<file path="src/design/mfwi_pkg.sv">
// ----------------------------------------------------------------------------
// mfwi_pkg
// shared constants, command and status types of the money flow window indicator
// ----------------------------------------------------------------------------
package mfwi_pkg;

	// ring depth and derived widths
	localparam int WINDOW_DEPTH   = 1024;
	localparam int PTR_W          = (WINDOW_DEPTH > 1) ? $clog2(WINDOW_DEPTH) : 1;
	localparam int CNT_W          = $clog2(WINDOW_DEPTH + 1);

	// fixed field widths
	localparam int PRICE_W        = 32;
	localparam int VOL_W          = 32;
	localparam int FLOW_W         = 52;
	localparam int VALUE_W        = 64;
	localparam int WL_W           = 11;
	localparam int VSUM_W         = VOL_W + PTR_W;
	localparam int MFM_FRAC       = 16;
	localparam int MAG_W          = MFM_FRAC + 1;
	localparam int PROD_W         = MAG_W + VOL_W;
	localparam int STEP_W         = $clog2(VALUE_W + 1);
	localparam int DEFAULT_WINDOW = 20;

	// configuration register indexes
	localparam int CFG_IDX_W = 1;
	localparam logic [CFG_IDX_W-1:0] REG_MODE = 1'b0;
	localparam logic [CFG_IDX_W-1:0] REG_WLEN = 1'b1;

	// controller to datapath commands
	typedef struct packed {
		logic capture;
		logic diff;
		logic absval;
		logic cmp;
		logic dstep;
		logic mul;
		logic sign;
		logic write;
		logic sum_start;
		logic sum_step;
		logic qprep;
		logic qstep;
		logic qsign;
		logic clear;
		logic load_out;
	} cmd_t;

	// datapath to controller status
	typedef struct packed {
		logic row_valid;
		logic last;
		logic held_zero;
		logic cnt_last;
		logic sum_done;
	} sts_t;

endpackage

</file>
<file path="src/design/mfwi_ctrl.sv">
// ----------------------------------------------------------------------------
// mfwi_ctrl
// sequencer for per-bar multiplier, window summation and ratio division
// ----------------------------------------------------------------------------
module mfwi_ctrl import mfwi_pkg::*; (
	input  logic clk,
	input  logic arst_n,
	input  logic in_valid,
	input  logic out_free,
	input  logic mode,
	input  sts_t sts,
	output logic busy,
	output cmd_t cmd
);

	typedef enum logic [13:0] {
		S_IDLE  = 14'b00000000000001,
		S_DIFF  = 14'b00000000000010,
		S_ABS   = 14'b00000000000100,
		S_CMP   = 14'b00000000001000,
		S_DIV   = 14'b00000000010000,
		S_MUL   = 14'b00000000100000,
		S_SIGN  = 14'b00000001000000,
		S_WR    = 14'b00000010000000,
		S_WIN   = 14'b00000100000000,
		S_SUM   = 14'b00001000000000,
		S_QPREP = 14'b00010000000000,
		S_QDIV  = 14'b00100000000000,
		S_QSIGN = 14'b01000000000000,
		S_RES   = 14'b10000000000000
	} state_t;

	state_t state_q, state_d;

	// where to go once a bar is done
	function automatic state_t tail(input logic last, input logic held_zero, input logic md);
		state_t t;
		if (!last) begin
			t = S_IDLE;
		end else if (held_zero || md) begin
			t = S_RES;
		end else begin
			t = S_WIN;
		end
		return t;
	endfunction

	always_comb begin
		state_d = state_q;
		cmd     = '0;
		unique case (state_q)
			S_IDLE: begin
				if (in_valid) begin
					cmd.capture = 1'b1;
					state_d     = S_DIFF;
				end
			end
			S_DIFF: begin
				cmd.diff = 1'b1;
				if (sts.row_valid) begin
					state_d = S_ABS;
				end else begin
					state_d = tail(sts.last, sts.held_zero, mode);
				end
			end
			S_ABS: begin
				cmd.absval = 1'b1;
				state_d    = S_CMP;
			end
			S_CMP: begin
				cmd.cmp = 1'b1;
				state_d = S_DIV;
			end
			S_DIV: begin
				cmd.dstep = 1'b1;
				if (sts.cnt_last) begin
					state_d = S_MUL;
				end
			end
			S_MUL: begin
				cmd.mul = 1'b1;
				state_d = S_SIGN;
			end
			S_SIGN: begin
				cmd.sign = 1'b1;
				state_d  = S_WR;
			end
			S_WR: begin
				// a bar is being written, so the series is never empty here
				cmd.write = 1'b1;
				state_d   = tail(sts.last, 1'b0, mode);
			end
			S_WIN: begin
				cmd.sum_start = 1'b1;
				state_d       = S_SUM;
			end
			S_SUM: begin
				cmd.sum_step = 1'b1;
				if (sts.sum_done) begin
					state_d = S_QPREP;
				end
			end
			S_QPREP: begin
				cmd.qprep = 1'b1;
				state_d   = S_QDIV;
			end
			S_QDIV: begin
				cmd.qstep = 1'b1;
				if (sts.cnt_last) begin
					state_d = S_QSIGN;
				end
			end
			S_QSIGN: begin
				cmd.qsign = 1'b1;
				state_d   = S_RES;
			end
			S_RES: begin
				if (out_free) begin
					cmd.load_out = 1'b1;
					cmd.clear    = 1'b1;
					state_d      = S_IDLE;
				end
			end
			default: begin
				state_d = S_IDLE;
			end
		endcase
	end

	always_ff @(posedge clk or negedge arst_n) begin
		if (!arst_n) begin
			state_q <= S_IDLE;
		end else begin
			state_q <= state_d;
		end
	end

	assign busy = (state_q != S_IDLE);

endmodule

</file>
<file path="config.mk">
export PLATFORM = sky130hd
export DESIGN_NAME = mfwi_ctrl
export DESIGN_NICKNAME = d
export VERILOG_FILES = /design/src/design/mfwi_pkg.sv /design/src/design/mfwi_ctrl.sv
export SDC_FILE = /design/constraint.sdc
export NUM_CORES = 1
export LEC_CHECK = 0
export BUFFER_PORTS_ARGS = -buffer_cell sky130_fd_sc_hd__buf_4
export CAP_MARGIN = 10
export CORE_MARGIN = 4
export CORE_UTILIZATION = 50
export DETAILED_ROUTE_END_ITERATION = 8
export GPL_ROUTABILITY_DRIVEN = 0
export PLACE_DENSITY = 0.77
export SLEW_MARGIN = 30
export SYNTH_ARGS = -nofsm -noshare
export SYNTH_HDL_FRONTEND = slang
export SYNTH_SLANG_ARGS = --single-unit
</file>
<file path="constraint.sdc">
create_clock -name clk -period 2.89 [get_ports clk]
set_clock_uncertainty 0.2 [all_clocks]
set_input_delay 0.4335 -clock clk [delete_from_list [all_inputs] [get_ports clk]]
set_output_delay 0.4335 -clock clk [all_outputs]
set_load 0.01 [all_outputs]
</file>
==> metrics.md <==
| Metric | Value |
|---|---|
| Outcome | completed |
| Clock buffer depth | 2 |
| Max-slew violations | 0 |
| RR Startpoint | state_q[11] |
| Most common cell after layout, fill and taps aside | buf_4 |
| Drt first pass iters | 4 |
| Skew-Pair Late Insertion Delay | 0.29 ns |
| Die width | 53.80 um |
| Max-Cap Viols | 0 |
| Die Ht | 53.80 um |
| Worst slack at placement | 0.5048 ns |
| Minimum clock period | 2.710 ns |
| Vias per std cell | 5.863 |
| Fin. Hold Viols | 0 |
| Clk sink count | 14 |
| Worst rel slew slack | 0.6797 |
| Gr usage total | 0.1983 |
| Min-Delay Endpoint | state_q[8] |
| Core area | 1982 um2 |
| Crit path DAT | 2.08 ns |
| Critical path's slowest cell | dfrtp_1 |
| Main synth FF type | dfrtp_1 |
| Starting Density | 0.5290 |
| Syn_area_per_cell | 9.446 um2 |
| Hold Path Origin | mode |
| First-pass GRT wire length | 4140 um |
| R2R Setup Slk | 0.74 ns |
| Seq cells post-synth | 14 |
| Initial antenna violation count | 0 |
| Synth async-reset ratio | 1.000 |
| DR iter-0 viols | 23 |
| Reg-to-reg endpoint | state_q[0] |
| Slowest Stage Delay on Critical Path | 0.49 ns |
| DRC Markers | 0 |
| Final total power | 0.6597 mW |
| CP max FO | 9 |
| Largest register FFs | 14 |
| IO buf count | 25 |
| Clock-pin slew on the worst setup and hold paths | 0.09 ns |
| Slew of the pin with the lowest slew margin | 0.4761 ns |
| Leakage | 0.6170 nW |
| Type of origin of the critical path | flip-flop |
| CTS H-tree depth | 1 |
| Post-Syn Instances | 111 |
| Gr busiest metal | met2 |
| IO Count | 26 |
| Synthesized area | 1049 um2 |
| Total CTS buffers | 3 |
| Crit Path Class | flip-flop to output pin |
| Final WL | 2365 um |
| Critical Path Sink Type | output pin |
| Die area | 2894 um2 |
| Hpwl dp | 1858 um |
| Ant diodes | 0 |
| Final hold slack | 0.1059 ns |
| Cell count of the worst reg-to-reg path | 5 |
| Met3 usage | 0.04709 |
| Setup tns final | 0 ns |
| Placed cell count | 156 |
| Fraction of layout cells with a size suffix above 1 | 0.3433 |
| Setup ws final | 0.1797 ns |
| Pin count of the biggest net entering global routing | 15 |
| Number of synthesized flops with an enable pin | 0 |
| Vias after detailed routing | 944 |
| WL/cell | 14.69 um |
| Area grow syn2layout | 21.24% |
| CTS Root Buffer Type | clkbuf_4 |
| Crit share post-route | 0.9378 |
| CTS tree | yes |
| Seq/Total Area, Yosys | 0.3353 |
| Non-filler instance count after layout | 161 |
| Vias in the first global route | 909 |
| Biggest register | state_q |
| M2 GR Usage | 0.3024 |
| IR drop worst, VDD | 0.0004703 V |
| Final-stage net count | 145 |
| Syn nets | 121 |
| Distinct cell type count after synthesis | 41 |
| Synth Warn # | 0 |
| Most frequent cells in the layout | 25 x buf_4, 14 x nor2_1, 13 x dfrtp_1, 6 x o21ai_0, 5 x nor4_1 |
| Fmax | 369.0 MHz |
| M1 GR Usage | 0.2547 |
| WP data required | 2.26 ns |
| Total gr overflow | 0 |
| Row count | 16 |
| Largest regs | state_q x14 |
| Worst path cell trace | nor4_2 -> and3_1 -> nand2_1 -> nor3b_1 -> buf_4 |
| Setup violators final | 0 |
| Min-delay worst type | input pin to flip-flop |
| Post-route ant nets | 0 |
| Power Dens Cells | 518.9 nW/um2 |
| Min-Delay Path Depth | 2 |
## per-layer routing
metal / part of all wire / vias to the layer above / wire (um)
met5: 0 / - / 0
met4: 0.026 / 0 / 61
met3: 0.070 / 7 / 165
met2: 0.48 / 28 / 1129
met1: 0.43 / 447 / 1009
li1: - / 462 / -
## final cells by class
class | count | area, um2
fillers | 177 | 710.7
multi-input cells | 86 | 646.9
flip-flops and latches | 14 | 351.6
repair buffers | 26 | 197.7
well taps | 27 | 33.78
clock buffers | 4 | 26.28
inverters | 4 | 15.01
## cell families (layout without fill, tap and decap cells)
group	count (synthesis)	in the layout	share of synthesized area
AOI/OAI and AO/OA	15	15	0.09069
buffers and inverters	11	34	0.05846
and+or+nand+nor	67	67	0.4821
xor gates and xnor gates	4	4	0.03342
DFF	14	14	0.3353
## worst max-delay path: cells and delay by family (launching register included)
family	cells	cell delay, ns
flops	1	0.49
simple gates	4	1.12
buf+inv	1	0.16
## where the power goes
group / internal, mW / total (mW) / switching, mW / leakage (nW)
logic: 0.129 / 0.283 / 0.154 / 0.411
registers: 0.219 / 0.257 / 0.0377 / 0.191
clock network: 0.0537 / 0.120 / 0.0664 / 0.0150
total: 0.402 / 0.660 / 0.258 / 0.617
## through the flow
stage,area (um2),util
after floorplan,1049,-
after global routing,1271,0.6414
after detailed placement,1224,0.6174
final,1271,0.6414
after global placement,1224,0.6174
after CTS,1260,0.6357
## worst max path at each step
stage	end	depth (start not counted)	startpoint	slack, ns
after floorplan	cmd[1]	5	state_q[5]	0.59
after global placement	cmd[14]	5	state_q[11]	0.55
after detailed placement	cmd[14]	5	state_q[4]	0.50
after CTS	cmd[11]	4	state_q[4]	0.17
final	cmd[9]	5	state_q[11]	0.18
after global routing	cmd[9]	5	state_q[11]	-0.003
## synthesized netlist by cell type (all sizes together) (2+ instances only)
master	instances	area (um2)
nor4b	2	23.77
xor2	3	26.28
nand3	3	15.01
or4b	2	20.02
and4b	2	20.02
nand4	2	12.51
a21o	2	15.01
nor3	4	25.02
nor2	14	52.55
nand2b	4	25.02
dfrtp	13	325.3
o21ai	7	35.03
or4	3	33.78
nor4	11	126.4
and3b	3	26.28
nor3b	7	67.57
inv	4	15.01
a211o	2	17.52
nand2	4	17.52
buf	7	46.29
## what timing repair did
item,4_1_cts,5_1_grt
resized for setup,0,2
setup endpoints to repair,0,2
buffers inserted,0,0
hold buffers,1,0
hold endpoints to repair,13,0
Note: power is estimated with default switching activity, not from simulation.
